--- src/hdl/ray_box_nearest_pick_macros.svh ---
// Assertion helpers for ray_box_nearest_pick; clk and rst come from the module scope.
`ifndef RAY_BOX_NEAREST_PICK_MACROS_SVH
`define RAY_BOX_NEAREST_PICK_MACROS_SVH

// antecedent implies consequent in the same cycle
`define RBNP_ASSERT_IMP(label, ante, cons, msg) \
  label: assert property (@(posedge clk) disable iff (rst) (ante) |-> (cons)) \
    else $error(msg);

// antecedent implies consequent in the next cycle
`define RBNP_ASSERT_NXT(label, ante, cons, msg) \
  label: assert property (@(posedge clk) disable iff (rst) (ante) |=> (cons)) \
    else $error(msg);

`endif

--- src/hdl/rbnp_pkg.sv ---
`default_nettype none
package rbnp_pkg;

  localparam int POS_W        = 25;
  localparam int DIR_W        = 16;
  localparam int DIST_W       = 22;
  localparam int IDX_W        = 10;
  localparam int CFG_IDX_W    = 3;
  localparam int EXT_W        = POS_W + 1;
  localparam int DIFF_W       = EXT_W + 1;
  localparam int MAG_W        = DIFF_W - 1;
  localparam int FRAC_SHIFT   = DIR_W - 1;
  localparam int QMAG_W       = MAG_W + FRAC_SHIFT;
  localparam int T_W          = QMAG_W + 1;
  localparam int DIV_RADIX    = 4;
  localparam int DIV_STEPS    = (QMAG_W + DIV_RADIX - 1) / DIV_RADIX;
  localparam int DIV_N_W      = DIV_STEPS * DIV_RADIX;
  localparam int ENTITY_COUNT = 1024;
  localparam int ENT_CMP_W    = 13;
  localparam int HALF_CUBE    = 2048;
  localparam int RANGE_LIMIT  = 2097152;
  localparam int DIR_RESET    = 32767;

  typedef enum logic [CFG_IDX_W-1:0] {
    REG_ORIGIN_X     = 3'd0,
    REG_ORIGIN_Y     = 3'd1,
    REG_ORIGIN_Z     = 3'd2,
    REG_DIR_X        = 3'd3,
    REG_DIR_Y        = 3'd4,
    REG_DIR_Z        = 3'd5,
    REG_MAX_DISTANCE = 3'd6,
    REG_SKIPPED      = 3'd7
  } cfg_reg_t;

endpackage
`default_nettype wire

--- src/hdl/rbnp_div.sv ---
`default_nettype none
module rbnp_div (
  input  wire logic                        clk,
  input  wire logic                        rst,
  input  wire logic                        start,
  input  wire logic [rbnp_pkg::MAG_W-1:0]  dividend,
  input  wire logic [rbnp_pkg::DIR_W-1:0]  divisor,
  output logic                             done,
  output logic [rbnp_pkg::QMAG_W-1:0]      quotient
);
  import rbnp_pkg::*;

  localparam int CNT_W = $clog2(DIV_STEPS);

  logic                 active;
  logic [CNT_W-1:0]     count;
  logic [DIV_N_W-1:0]   numer;
  logic [DIV_N_W-1:0]   quot;
  logic [DIR_W-1:0]     rem;
  logic [DIR_W-1:0]     dvsr;
  logic [DIR_W-1:0]     rem_next;
  logic [DIV_RADIX-1:0] qbits;

  always_comb begin
    logic [DIR_W:0] trial;
    rem_next = rem;
    qbits    = '0;
    for (int i = 0; i < DIV_RADIX; i++) begin
      trial = {rem_next, numer[DIV_N_W-1-i]};
      if (trial >= {1'b0, dvsr}) begin
        trial = trial - {1'b0, dvsr};
        qbits[DIV_RADIX-1-i] = 1'b1;
      end
      rem_next = trial[DIR_W-1:0];
    end
  end

  always_ff @(posedge clk) begin
    if (rst) begin
      active <= 1'b0;
      done   <= 1'b0;
      count  <= '0;
    end else begin
      done <= 1'b0;
      if (start) begin
        active <= 1'b1;
        count  <= '0;
        numer  <= DIV_N_W'({dividend, {FRAC_SHIFT{1'b0}}});
        rem    <= '0;
        dvsr   <= divisor;
      end else if (active) begin
        numer <= numer << DIV_RADIX;
        quot  <= {quot[DIV_N_W-DIV_RADIX-1:0], qbits};
        rem   <= rem_next;
        count <= count + 1'b1;
        if (count == CNT_W'(DIV_STEPS - 1)) begin
          active <= 1'b0;
          done   <= 1'b1;
        end
      end
    end
  end

  assign quotient = quot[QMAG_W-1:0];

endmodule
`default_nettype wire

--- src/hdl/ray_box_nearest_pick.sv ---
// Nearest-hit picker: candidate boxes stream in one item at a time and are
// slab-tested against the configured ray; the item flagged last_entity yields
// one result (found flag, index, entry distance) and opens a new pick. A box
// with all three direction components nonzero needs six slab distances from
// the shared divider, which retires 4 quotient bits per cycle over 11 steps.
// An axis with a zero direction skips the divider and only checks the origin
// against its slab; a skipped index goes straight to the finish state.
// in_ready is high only between items; a finished result waits in the output
// register while the next item is taken.
`default_nettype none
module ray_box_nearest_pick (
  input  wire logic                                clk,
  input  wire logic                                rst,
  input  wire logic                                cfg_we,
  input  wire logic [rbnp_pkg::CFG_IDX_W-1:0]      cfg_index,
  input  wire logic [rbnp_pkg::POS_W-1:0]          cfg_data,
  input  wire logic                                in_valid,
  output logic                                     in_ready,
  input  wire logic [rbnp_pkg::IDX_W-1:0]          entity_index,
  input  wire logic                                linked,
  input  wire logic signed [rbnp_pkg::POS_W-1:0]   box_min_x,
  input  wire logic signed [rbnp_pkg::POS_W-1:0]   box_min_y,
  input  wire logic signed [rbnp_pkg::POS_W-1:0]   box_min_z,
  input  wire logic signed [rbnp_pkg::POS_W-1:0]   box_max_x,
  input  wire logic signed [rbnp_pkg::POS_W-1:0]   box_max_y,
  input  wire logic signed [rbnp_pkg::POS_W-1:0]   box_max_z,
  input  wire logic signed [rbnp_pkg::POS_W-1:0]   center_x,
  input  wire logic signed [rbnp_pkg::POS_W-1:0]   center_y,
  input  wire logic signed [rbnp_pkg::POS_W-1:0]   center_z,
  input  wire logic                                last_entity,
  output logic                                     out_valid,
  input  wire logic                                out_ready,
  output logic                                     hit_found,
  output logic [rbnp_pkg::IDX_W-1:0]               hit_index,
  output logic [rbnp_pkg::DIST_W-1:0]              hit_distance
);
  import rbnp_pkg::*;
  `include "ray_box_nearest_pick_macros.svh"

  typedef enum logic [5:0] {
    S_IDLE   = 6'b000001,
    S_SETUP  = 6'b000010,
    S_DIV    = 6'b000100,
    S_AXIS   = 6'b001000,
    S_DECIDE = 6'b010000,
    S_FINISH = 6'b100000
  } state_t;

  state_t state, state_next;

  logic signed [POS_W-1:0]  origin [3];
  logic signed [DIR_W-1:0]  dir [3];
  logic [DIST_W-1:0]        max_distance;
  logic [IDX_W-1:0]         skipped_entity;

  logic [DIST_W-1:0]        nearest_distance;
  logic [IDX_W-1:0]         best_index;
  logic                     any_hit;
  logic                     pick_open;

  logic [IDX_W-1:0]         idx_r;
  logic                     last_r;
  logic signed [EXT_W-1:0]  low_r [3];
  logic signed [EXT_W-1:0]  high_r [3];
  logic [1:0]               axis;
  logic                     bsel;
  logic                     neg_r;
  logic                     miss;
  logic signed [T_W-1:0]    ta;
  logic signed [T_W-1:0]    first;
  logic signed [T_W-1:0]    exitd;

  logic signed [EXT_W-1:0]  low_in [3];
  logic signed [EXT_W-1:0]  high_in [3];
  logic [DIST_W-1:0]        load_limit;
  logic                     take;
  logic                     tested;
  logic signed [POS_W-1:0]  o_sel;
  logic signed [DIR_W-1:0]  d_sel;
  logic signed [EXT_W-1:0]  bound_sel;
  logic signed [EXT_W-1:0]  o_ext;
  logic signed [DIFF_W-1:0] diff;
  logic [MAG_W-1:0]         diff_mag;
  logic [DIR_W-1:0]         d_mag;
  logic                     div_start;
  logic                     div_done;
  logic [QMAG_W-1:0]        div_q;
  logic signed [T_W-1:0]    q_t;
  logic signed [T_W-1:0]    t_lo;
  logic signed [T_W-1:0]    t_hi;
  logic                     out_free;

  always_comb begin
    if (linked) begin
      low_in[0]  = EXT_W'(box_min_x);
      low_in[1]  = EXT_W'(box_min_y);
      low_in[2]  = EXT_W'(box_min_z);
      high_in[0] = EXT_W'(box_max_x);
      high_in[1] = EXT_W'(box_max_y);
      high_in[2] = EXT_W'(box_max_z);
    end else begin
      low_in[0]  = EXT_W'(center_x) - EXT_W'(HALF_CUBE);
      low_in[1]  = EXT_W'(center_y) - EXT_W'(HALF_CUBE);
      low_in[2]  = EXT_W'(center_z) - EXT_W'(HALF_CUBE);
      high_in[0] = EXT_W'(center_x) + EXT_W'(HALF_CUBE);
      high_in[1] = EXT_W'(center_y) + EXT_W'(HALF_CUBE);
      high_in[2] = EXT_W'(center_z) + EXT_W'(HALF_CUBE);
    end
  end

  assign load_limit = (max_distance > DIST_W'(RANGE_LIMIT)) ? DIST_W'(RANGE_LIMIT)
                                                            : max_distance;
  assign in_ready = (state == S_IDLE);
  assign take     = in_valid && in_ready;
  assign tested   = (entity_index != skipped_entity) &&
                    (ENT_CMP_W'(entity_index) < ENT_CMP_W'(ENTITY_COUNT));
  assign out_free = !out_valid || out_ready;

  assign o_sel     = origin[axis];
  assign d_sel     = dir[axis];
  assign bound_sel = bsel ? high_r[axis] : low_r[axis];
  assign o_ext     = EXT_W'(o_sel);
  assign diff      = DIFF_W'(bound_sel) - DIFF_W'(o_sel);
  assign diff_mag  = diff[DIFF_W-1] ? MAG_W'(-diff) : MAG_W'(diff);
  assign d_mag     = d_sel[DIR_W-1] ? DIR_W'(-d_sel) : DIR_W'(d_sel);
  assign div_start = (state == S_SETUP) && (d_sel != '0);
  assign q_t       = neg_r ? -$signed({1'b0, div_q}) : $signed({1'b0, div_q});
  assign t_lo      = (ta < q_t) ? ta : q_t;
  assign t_hi      = (ta < q_t) ? q_t : ta;

  rbnp_div u_div (
    .clk      (clk),
    .rst      (rst),
    .start    (div_start),
    .dividend (diff_mag),
    .divisor  (d_mag),
    .done     (div_done),
    .quotient (div_q)
  );

  always_comb begin
    state_next = state;
    case (state)
      S_IDLE: begin
        if (take) begin
          state_next = tested ? S_SETUP : S_FINISH;
        end
      end
      S_SETUP: begin
        if (d_sel != '0) begin
          state_next = S_DIV;
        end else if (axis == 2'd2) begin
          state_next = S_DECIDE;
        end
      end
      S_DIV: begin
        if (div_done) begin
          state_next = bsel ? S_AXIS : S_SETUP;
        end
      end
      S_AXIS: begin
        state_next = (axis == 2'd2) ? S_DECIDE : S_SETUP;
      end
      S_DECIDE: begin
        state_next = S_FINISH;
      end
      S_FINISH: begin
        if (!last_r || out_free) begin
          state_next = S_IDLE;
        end
      end
      default: begin
        state_next = S_IDLE;
      end
    endcase
  end

  always_ff @(posedge clk) begin
    if (rst) begin
      origin[0]      <= '0;
      origin[1]      <= '0;
      origin[2]      <= '0;
      dir[0]         <= DIR_W'(DIR_RESET);
      dir[1]         <= '0;
      dir[2]         <= '0;
      max_distance   <= DIST_W'(RANGE_LIMIT);
      skipped_entity <= '0;
    end else if (cfg_we) begin
      case (cfg_index)
        REG_ORIGIN_X:     origin[0]      <= cfg_data;
        REG_ORIGIN_Y:     origin[1]      <= cfg_data;
        REG_ORIGIN_Z:     origin[2]      <= cfg_data;
        REG_DIR_X:        dir[0]         <= cfg_data[DIR_W-1:0];
        REG_DIR_Y:        dir[1]         <= cfg_data[DIR_W-1:0];
        REG_DIR_Z:        dir[2]         <= cfg_data[DIR_W-1:0];
        REG_MAX_DISTANCE: max_distance   <= cfg_data[DIST_W-1:0];
        REG_SKIPPED:      skipped_entity <= cfg_data[IDX_W-1:0];
        default: begin
        end
      endcase
    end
  end

  always_ff @(posedge clk) begin
    if (rst) begin
      state            <= S_IDLE;
      pick_open        <= 1'b0;
      any_hit          <= 1'b0;
      best_index       <= '0;
      nearest_distance <= DIST_W'(RANGE_LIMIT);
      out_valid        <= 1'b0;
      axis             <= '0;
      bsel             <= 1'b0;
    end else begin
      state <= state_next;
      if ((state == S_FINISH) && last_r && out_free) begin
        out_valid <= 1'b1;
      end else if (out_valid && out_ready) begin
        out_valid <= 1'b0;
      end
      case (state)
        S_IDLE: begin
          if (take) begin
            idx_r <= entity_index;
            last_r <= last_entity;
            for (int a = 0; a < 3; a++) begin
              low_r[a]  <= low_in[a];
              high_r[a] <= high_in[a];
            end
            axis  <= '0;
            bsel  <= 1'b0;
            miss  <= 1'b0;
            first <= '0;
            pick_open <= 1'b1;
            if (!pick_open) begin
              nearest_distance <= load_limit;
              best_index       <= '0;
              any_hit          <= 1'b0;
              exitd            <= $signed(T_W'(load_limit));
            end else begin
              exitd <= $signed(T_W'(nearest_distance));
            end
          end
        end
        S_SETUP: begin
          if (d_sel != '0) begin
            neg_r <= diff[DIFF_W-1] ^ d_sel[DIR_W-1];
          end else begin
            if ((o_ext < low_r[axis]) || (o_ext > high_r[axis])) begin
              miss <= 1'b1;
            end
            axis <= axis + 1'b1;
          end
        end
        S_DIV: begin
          if (div_done) begin
            if (!bsel) begin
              ta   <= q_t;
              bsel <= 1'b1;
            end else begin
              bsel <= 1'b0;
              if (t_lo > first) begin
                first <= t_lo;
              end
              if (t_hi < exitd) begin
                exitd <= t_hi;
              end
            end
          end
        end
        S_AXIS: begin
          axis <= axis + 1'b1;
        end
        S_DECIDE: begin
          if (!miss && (first <= exitd)) begin
            nearest_distance <= first[DIST_W-1:0];
            best_index       <= idx_r;
            any_hit          <= 1'b1;
          end
        end
        S_FINISH: begin
          if (last_r && out_free) begin
            hit_found        <= any_hit;
            hit_index        <= any_hit ? best_index : '0;
            hit_distance     <= any_hit ? nearest_distance : '0;
            pick_open        <= 1'b0;
            any_hit          <= 1'b0;
            best_index       <= '0;
            nearest_distance <= load_limit;
          end
        end
        default: begin
        end
      endcase
    end
  end

  `RBNP_ASSERT_NXT(a_busy_after_accept, take, !in_ready, "ready high right after an item")
  `RBNP_ASSERT_IMP(a_idle_no_div, in_ready, !div_done, "divider finished while idle")
  `RBNP_ASSERT_IMP(a_empty_result, out_valid && !hit_found,
                   hit_index == '0 && hit_distance == '0, "miss result not cleared")
  `RBNP_ASSERT_IMP(a_nearest_range, pick_open, nearest_distance <= DIST_W'(RANGE_LIMIT),
                   "nearest distance beyond range limit")

endmodule
`default_nettype wire
--- config.mk ---
export PLATFORM = sky130hd
export DESIGN_NAME = ray_box_nearest_pick
export DESIGN_NICKNAME = d
export VERILOG_FILES = /design/src/hdl/rbnp_pkg.sv /design/src/hdl/rbnp_div.sv /design/src/hdl/ray_box_nearest_pick.sv
export VERILOG_INCLUDE_DIRS = /design/src /design/src/hdl
export SDC_FILE = /design/constraint.sdc
export NUM_CORES = 2
export LEC_CHECK = 0
export BUFFER_PORTS_ARGS = -buffer_cell sky130_fd_sc_hd__buf_2
export CORE_MARGIN = 8
export CORE_UTILIZATION = 40
export DETAILED_ROUTE_END_ITERATION = 12
export PLACE_DENSITY = 0.62
export SYNTH_ARGS = -nofsm -noshare
export SYNTH_HDL_FRONTEND = slang
export SYNTH_HIERARCHICAL = 1
export SYNTH_SLANG_ARGS = --single-unit
--- constraint.sdc ---
create_clock -name clk -period 13.6 [get_ports clk]
set_input_delay 0.68 -clock clk [delete_from_list [all_inputs] [get_ports clk]]
set_output_delay 0.68 -clock clk [all_outputs]
set_load 0.01 [all_outputs]
Word level (Yosys, flattened, before mapping)
Memory sizes are Yosys's and may differ from the RTL's. A register that Yosys moved wholly into a read port is not among the register bits.
Cells that the tools add are included.
{"block": "totals", "in_bits": 270, "mem_bits_rw": 279, "wordCells": 257, "romBits": 0, "register_bits": 367, "mem_count": 4, "out_inout_bits": 35, "latch_bits": 0}
{"block": "op_classes", "add_sub_neg": 16, "n_reduce_logical": 41, "n_div": 0, "multipliers": 0, "n_eq_ne": 28, "magnitude_cmp": 11, "n_mux": 117, "n_bitwise": 11, "shifts": 0}
{"memory": "high_r", "depth": 3, "word_bits": 26, "read_ports": 1, "rd_ports_with_merged_regs": 1, "wr": 3, "line": "ray_box_nearest_pick.sv:64", "rtl": "logic signed [EXT_W-1:0] high_r [3];"}
{"memory": "low_r", "depth": 3, "word_bits": 26, "read_ports": 1, "rd_ports_with_merged_regs": 1, "wr": 3, "line": "ray_box_nearest_pick.sv:63", "rtl": "logic signed [EXT_W-1:0] low_r [3];"}
{"memory": "origin", "depth": 3, "word_bits": 25, "read_ports": 1, "rd_ports_with_merged_regs": 1, "wr": 3, "line": "ray_box_nearest_pick.sv:51", "rtl": "logic signed [POS_W-1:0] origin [3];"}
{"memory": "dir", "depth": 3, "word_bits": 16, "read_ports": 1, "rd_ports_with_merged_regs": 1, "wr": 3, "line": "ray_box_nearest_pick.sv:52", "rtl": "logic signed [DIR_W-1:0] dir [3];"}
{"cell": "$mux 42", "n": 11}
{"cell": "$pmux 42 s2", "n": 2}
{"cell": "$mux 78", "n": 2}
{"cell": "$mux 22", "n": 6}
{"cell": "$mux 16", "n": 8}
{"cell": "$lt 42x42->1", "n": 2}
{"cell": "$add 25x13->26 const B", "n": 3}
{"cell": "$sub 25x13->26 const B", "n": 3}
{"cell": "$mux 25", "n": 3}
{"cell": "$ge 17x16->1", "n": 4}
{"cell": "$pmux 22 s3", "n": 1}
{"cell": "$sub 16x16->16", "n": 4}
{"cell": "$mux 26", "n": 2}
{"cell": "$mux 1", "n": 50}
{"cell": "$mux 44", "n": 1}
{"cell": "$gt 42x42->1", "n": 1}
{"cell": "$le 42x42->1", "n": 1}
{"cell": "$neg 41->42", "n": 1}
{"cell": "$mux 41", "n": 1}
{"cell": "$mux 10", "n": 4}
{"cell": "$mux 6", "n": 6}
{"cell": "$pmux 6 s6", "n": 1}
{"cell": "$pmux 10 s3", "n": 1}
{"cell": "$sub 26x25->27", "n": 1}
{"cell": "46 further kinds", "n": 105}

Depth between registers and ports, before layout
{"block": "logic_depth", "ltp_word": 9, "ltp_mapped": 48, "depth_no_buf": 45}

Modules after synthesis
The synthesis kept the hierarchy.
{"module": "ray_box_nearest_pick", "n_inst": 1, "area_per_inst_um2": 33624.7, "seq_area_each_um2": 15104.5, "cells_each": 3355}
{"module": "rbnp_div", "n_inst": 1, "area_per_inst_um2": 7390.8, "seq_area_each_um2": 3183.1, "cells_each": 686}

Worst setup path after synthesis
OpenSTA, ideal clock, no wires.
{"block": "synth_path", "path_kind": "register -> register", "from": "reg u_div.quot[4]", "to": "reg exitd[0] (enable)", "n_path_buf": 3, "stages_incl_launch_ff": 33, "required_ns": 13.095, "slack_ns": 3.132, "period_less_slack_ns": 10.468, "setup_time_ns": 0.505, "t_arrival_ns": 9.963, "path_cell_list": "edfxtp_1 -> or4_1 -> buf_4 -> or4_4 -> or3_1 -> or2_2 -> o41ai_1 -> xnor2_1 -> inv_1 -> ha_1 -> a21o_1 -> a21o_1 -> a21oi_1 -> o21a_1 -> o21ai_1 -> a31o_2 -> a21oi_4 -> xnor2_2 -> buf_6 -> buf_6 -> mux2_4 -> ha_1 -> a21o_1 -> a21o_1 -> a21o_1 -> a21o_1 -> a21o_1 -> a21oi_1 -> nor2b_1 -> o21ai_0 -> o211ai_1 -> mux2_2 -> a211oi_1"}
{"block": "synth_via", "elab_chain_cells": 7}
{"element": "from (decl)", "line": "rbnp_div.sv:18", "rtl": "logic [DIV_N_W-1:0] quot;"}
{"element": "from (signal assigned)", "line": "rbnp_div.sv:53", "rtl": "quot <= {quot[DIV_N_W-DIV_RADIX-1:0], qbits};"}
{"element": "$neg 41->42 *", "line": "ray_box_nearest_pick.sv:127", "rtl": "assign q_t = neg_r ? -$signed({1'b0, div_q}) : $signed({1'b0, div_q});"}
{"element": "$mux 42 *", "line": "ray_box_nearest_pick.sv:127"}
{"element": "named net q_t[39]", "line": "ray_box_nearest_pick.sv:88", "rtl": "logic signed [T_W-1:0] q_t;"}
{"element": "$lt 42x42->1", "line": "ray_box_nearest_pick.sv:129", "rtl": "assign t_hi = (ta < q_t) ? q_t : ta;"}
{"element": "$mux 42 *", "line": "ray_box_nearest_pick.sv:129"}
{"element": "$lt 42x42->1 *", "line": "ray_box_nearest_pick.sv:265", "rtl": "if (t_hi < exitd) begin"}
{"element": "$ne 2x2->1 (no line) *"}
{"element": "$reduce_and 6->1 (no line) *"}
{"element": "to (signal assigned)", "line": "ray_box_nearest_pick.sv:239", "rtl": "exitd <= $signed(T_W'(load_limit));"}
{"element": "to (signal assigned)", "line": "ray_box_nearest_pick.sv:241", "rtl": "exitd <= $signed(T_W'(nearest_distance));"}
{"element": "to (signal assigned)", "line": "ray_box_nearest_pick.sv:266", "rtl": "exitd <= t_hi;"}
{"element": "to (decl)", "line": "ray_box_nearest_pick.sv:71", "rtl": "logic signed [T_W-1:0] exitd;"}
Mark *: on every way through the listed nets, which the timed path passes. The rest lies on a longest branch.
A chain may end at the register's enable or synchronous reset.

Worst setup path in the final report
{"block": "layout_path", "from": "reg u_div.dvsr[1]", "to": "reg u_div.rem[6], data pin"}
{"block": "layout_via", "elab_chain_cells": 9, "word_cells_on_any_way": 13}
{"element": "from (decl)", "line": "rbnp_div.sv:20", "rtl": "logic [DIR_W-1:0] dvsr;"}
{"element": "from (signal assigned)", "line": "rbnp_div.sv:50", "rtl": "dvsr <= divisor;"}
{"element": "$sub 16x16->16 or $ge 17x16->1 (tied branches)", "line": "rbnp_div.sv:31, rbnp_div.sv:30"}
{"element": "$mux 16", "line": "rbnp_div.sv:30", "rtl": "if (trial >= {1'b0, dvsr}) begin"}
{"element": "$sub 16x16->16 or $ge 17x16->1 (tied branches)", "line": "rbnp_div.sv:31, rbnp_div.sv:30"}
{"element": "$mux 16", "line": "rbnp_div.sv:30"}
{"element": "$sub 16x16->16 or $ge 17x16->1 (tied branches)", "line": "rbnp_div.sv:31, rbnp_div.sv:30"}
{"element": "$mux 16", "line": "rbnp_div.sv:30"}
{"element": "$sub 16x16->16 or $ge 17x16->1 (tied branches)", "line": "rbnp_div.sv:31, rbnp_div.sv:30"}
{"element": "$mux 16 *", "line": "rbnp_div.sv:30"}
{"element": "$mux 16 *", "line": "rbnp_div.sv:51", "rtl": "end else if (active) begin"}
{"element": "to (signal assigned)", "line": "rbnp_div.sv:54", "rtl": "rem <= rem_next;"}
{"element": "to (decl)", "line": "rbnp_div.sv:19", "rtl": "logic [DIR_W-1:0] rem;"}
Mark *: on every way between the ends. The rest lies on a longest branch, timed or not. The select of a mux whose other input is x is not followed.

==> impl_metrics.tcl <==
set metrics [dict create \
    synth_area_leaders "edfxtp_1 (40%), ha_1 (9.5%), nand2_1 (4.2%)" \
    worstSetupPathDepth 43 \
    cp-end-kind "flop" \
    start_util 0.4031 \
    p_per_area_nw_per_um2 244.6 \
    synthMuxAreaShare 0.07785 \
    dpl_worst_slack_ps 2215 \
    wirelength_mm 118.2 \
    totalPowerFinal_mw 11.36 \
    synth.distinct_cells 93 \
    skew_ps 31.31 \
    synth_compound_area_frac 0.1290 \
    setup-tns-final_ps 0 \
    cts_tree "yes" \
    synth-simple-area-share 0.1611 \
    peakVddDrop_mv 0.3874 \
    dr.pass1.iters 6 \
    io_pins 305 \
    cpPeakStageDelay_ps 930 \
    rows 117 \
    rrSetupSlack_ps 2120 \
    area_growth_pct 13.20 \
    gr-total-overflow 0 \
    grtUsageTotal 0.2035 \
    worstPathArrival_ps 11850 \
    r2r_start "u_div/dvsr[1]" \
    port_buffers 304 \
    rsz0062_at_grt "no" \
    synth_top_family_by_area "simple AND/OR/NAND/NOR gates" \
    slew-limit-headroom 0.1377 \
    async_flop_share 0 \
    chipHeight_um 336.2 \
    critPathKind "flop to flop" \
    postLayoutCellArea_sq_um 46430 \
    period_minus_slack_ps 11480 \
    synthFlopType "edfxtp_1" \
    hold_viol 0 \
    min_path_cells 1 \
    wl_per_cell_um 20.64 \
    path_clk_slew_ps 60 \
    syn_avg_cell_area_sq_um 10.15 \
    drtIter0Drc 1945 \
    grt_pass1_vias 30168 \
    hold_buffers 0 \
    clockBufferDepth 3 \
    synth.top_cell.area_share 0.4049 \
    die-area_sq_um 113000 \
    final_cells 5727 \
    setup_ws_ps 2117 \
    ant_nets 0 \
    syn_area_sq_um 41020 \
    yosys_warnings 6 \
    min-delay-start "last_entity" \
    dpl.cell_count 5583 \
    nets 4877 \
    run_status "finished clean" \
    synth_xor_xnor_area_share 0.04908 \
    cts_root_buf "clkbuf_16" \
    vias 30632 \
    viasPerCell 5.349 \
    cts.sink_count 637 \
    yosysSeqAreaShare 0.4459 \
    grt_pass1_wl_mm 179.6 \
    synthCells 4041 \
    synthAdderAreaFrac 0.09783 \
    hp-class "input pin to flop" \
    synth_edf_count 553 \
    final_common_cell "edfxtp_1" \
    mostFrequentLayoutCells "edfxtp_1 (553), nand2_1 (456), ha_1 (311), buf_2 (302), nor2_1 (253)" \
    finalCritPeriodShare 0.8443 \
    insertion_delay_ps 650 \
    drc 0 \
    critPathTopFamily "compound AO/OA/AOI/OAI gates" \
    gp_congestion 0.9337 \
    worst-slew-pin-transition_ps 1283 \
    post-cts-setup-buffers 0 \
    post_cts_resized 0 \
    drive_above_1_share 0.1468 \
    place.detailed.hpwl_mm 90.59 \
    synth_fp_nets 4627 \
    grt_max_degree 145 \
    path_max_fanout 21 \
    rr_worst_depth 43 \
    cts_max_level 3 \
    cp.required_ps 13970 \
    grt_antenna_before_repair 18 \
    critical_path_buf_inv_count 6 \
    finalMaxSlewViolations 0 \
    drv_cap 0 \
    yosys.area.top_type "edfxtp_1" \
    p_leak_nw 18.53 \
    setup_viol 0 \
    cts_buffers 74 \
    coreArea_sq_um 101700 \
    synth_seq_cells 637 \
    place_area_sq_um 43950 \
    crit_slowest_cell "a211oi_4" \
    fp.dieW_um 336.2 \
    worst_setup_path_start_kind "flop" \
    fmax_ghz 0.08709 \
    startpoint "u_div/dvsr[1]" \
]
[per-layer routing]
layer	global-route usage	share of wire
met5	0	0.00061
met4	0.04752	0.019
met3	0.05203	0.079
met2	0.3205	0.44
met1	0.2807	0.46
[registers in the layout, summed over array words and instances, names as in the netlist, 41 cells and up, named ones only]
signal and flops:
first 42, u_div/quot 41, origin 75, dir 48, high_r 78, exitd 42
low_r 78, ta 42
[area by class of cell]
cell class / count / area (sq um)
inverters: 241 / 904.6
fillers: 9560 / 55310
repair buffers: 342 / 1815
well taps: 1368 / 1712
clock buffers: 96 / 2038
flip-flops and latches: 637 / 18300
diodes: 7 / 17.52
clock inverters: 41 / 427.9
multi-input cells: 2995 / 21220
[power by group]
group | internal, mW | switching [mW]
clock network | 1.20 | 0.835
logic | 2.92 | 3.80
registers | 2.52 | 0.0790
[synthesized netlist by cell type (all sizes together), types with 4 or more instances]
cell / number
a2111oi: 5
a211o: 6
a211oi: 24
a21o: 97
a21oi: 241
a221o: 20
a221oi: 5
a31o: 9
a31oi: 23
and2: 174
and3: 32
and4: 9
buf: 34
clkbuf: 134
dfxtp: 84
edfxtp: 553
fa: 5
ha: 311
inv: 241
mux2: 131
mux2i: 154
nand2: 456
nand2b: 58
nand3: 53
nand3b: 11
nand4: 64
nand4b: 4
nor2: 257
nor2b: 47
nor3: 64
nor3b: 10
nor4: 31
nor4b: 4
o211ai: 33
o21a: 77
o21ai: 201
o21bai: 11
o31a: 10
o31ai: 12
o41ai: 14
or2: 9
or3: 35
or4: 15
xnor2: 158
xor2: 71
[kinds of logic after synthesis]
family                     after synthesis
AOI/OAI and AO/OA                      823
xor gates and xnor gates               229
adders and majority gates              318
buffers and inverters                  409
DFF                                    637
muxes                                  285
and+or+nand+nor                       1340
[through the flow]
stage,hold WS (ps),util
after floorplan,420.6,-
final,209.4,0.4563
after global placement,456.1,0.4319
after CTS,177.6,0.4562
after global routing,193.6,0.4562
after detailed placement,461.4,0.4319
[final timing paths]
path,endpoint
worst min-delay path,last_r
worst max-delay path,u_div/rem[6]
worst max register to register,u_div/rem[6]
worst min register to register,skipped_entity[9]
Note: power is estimated with default switching activity, not from simulation.
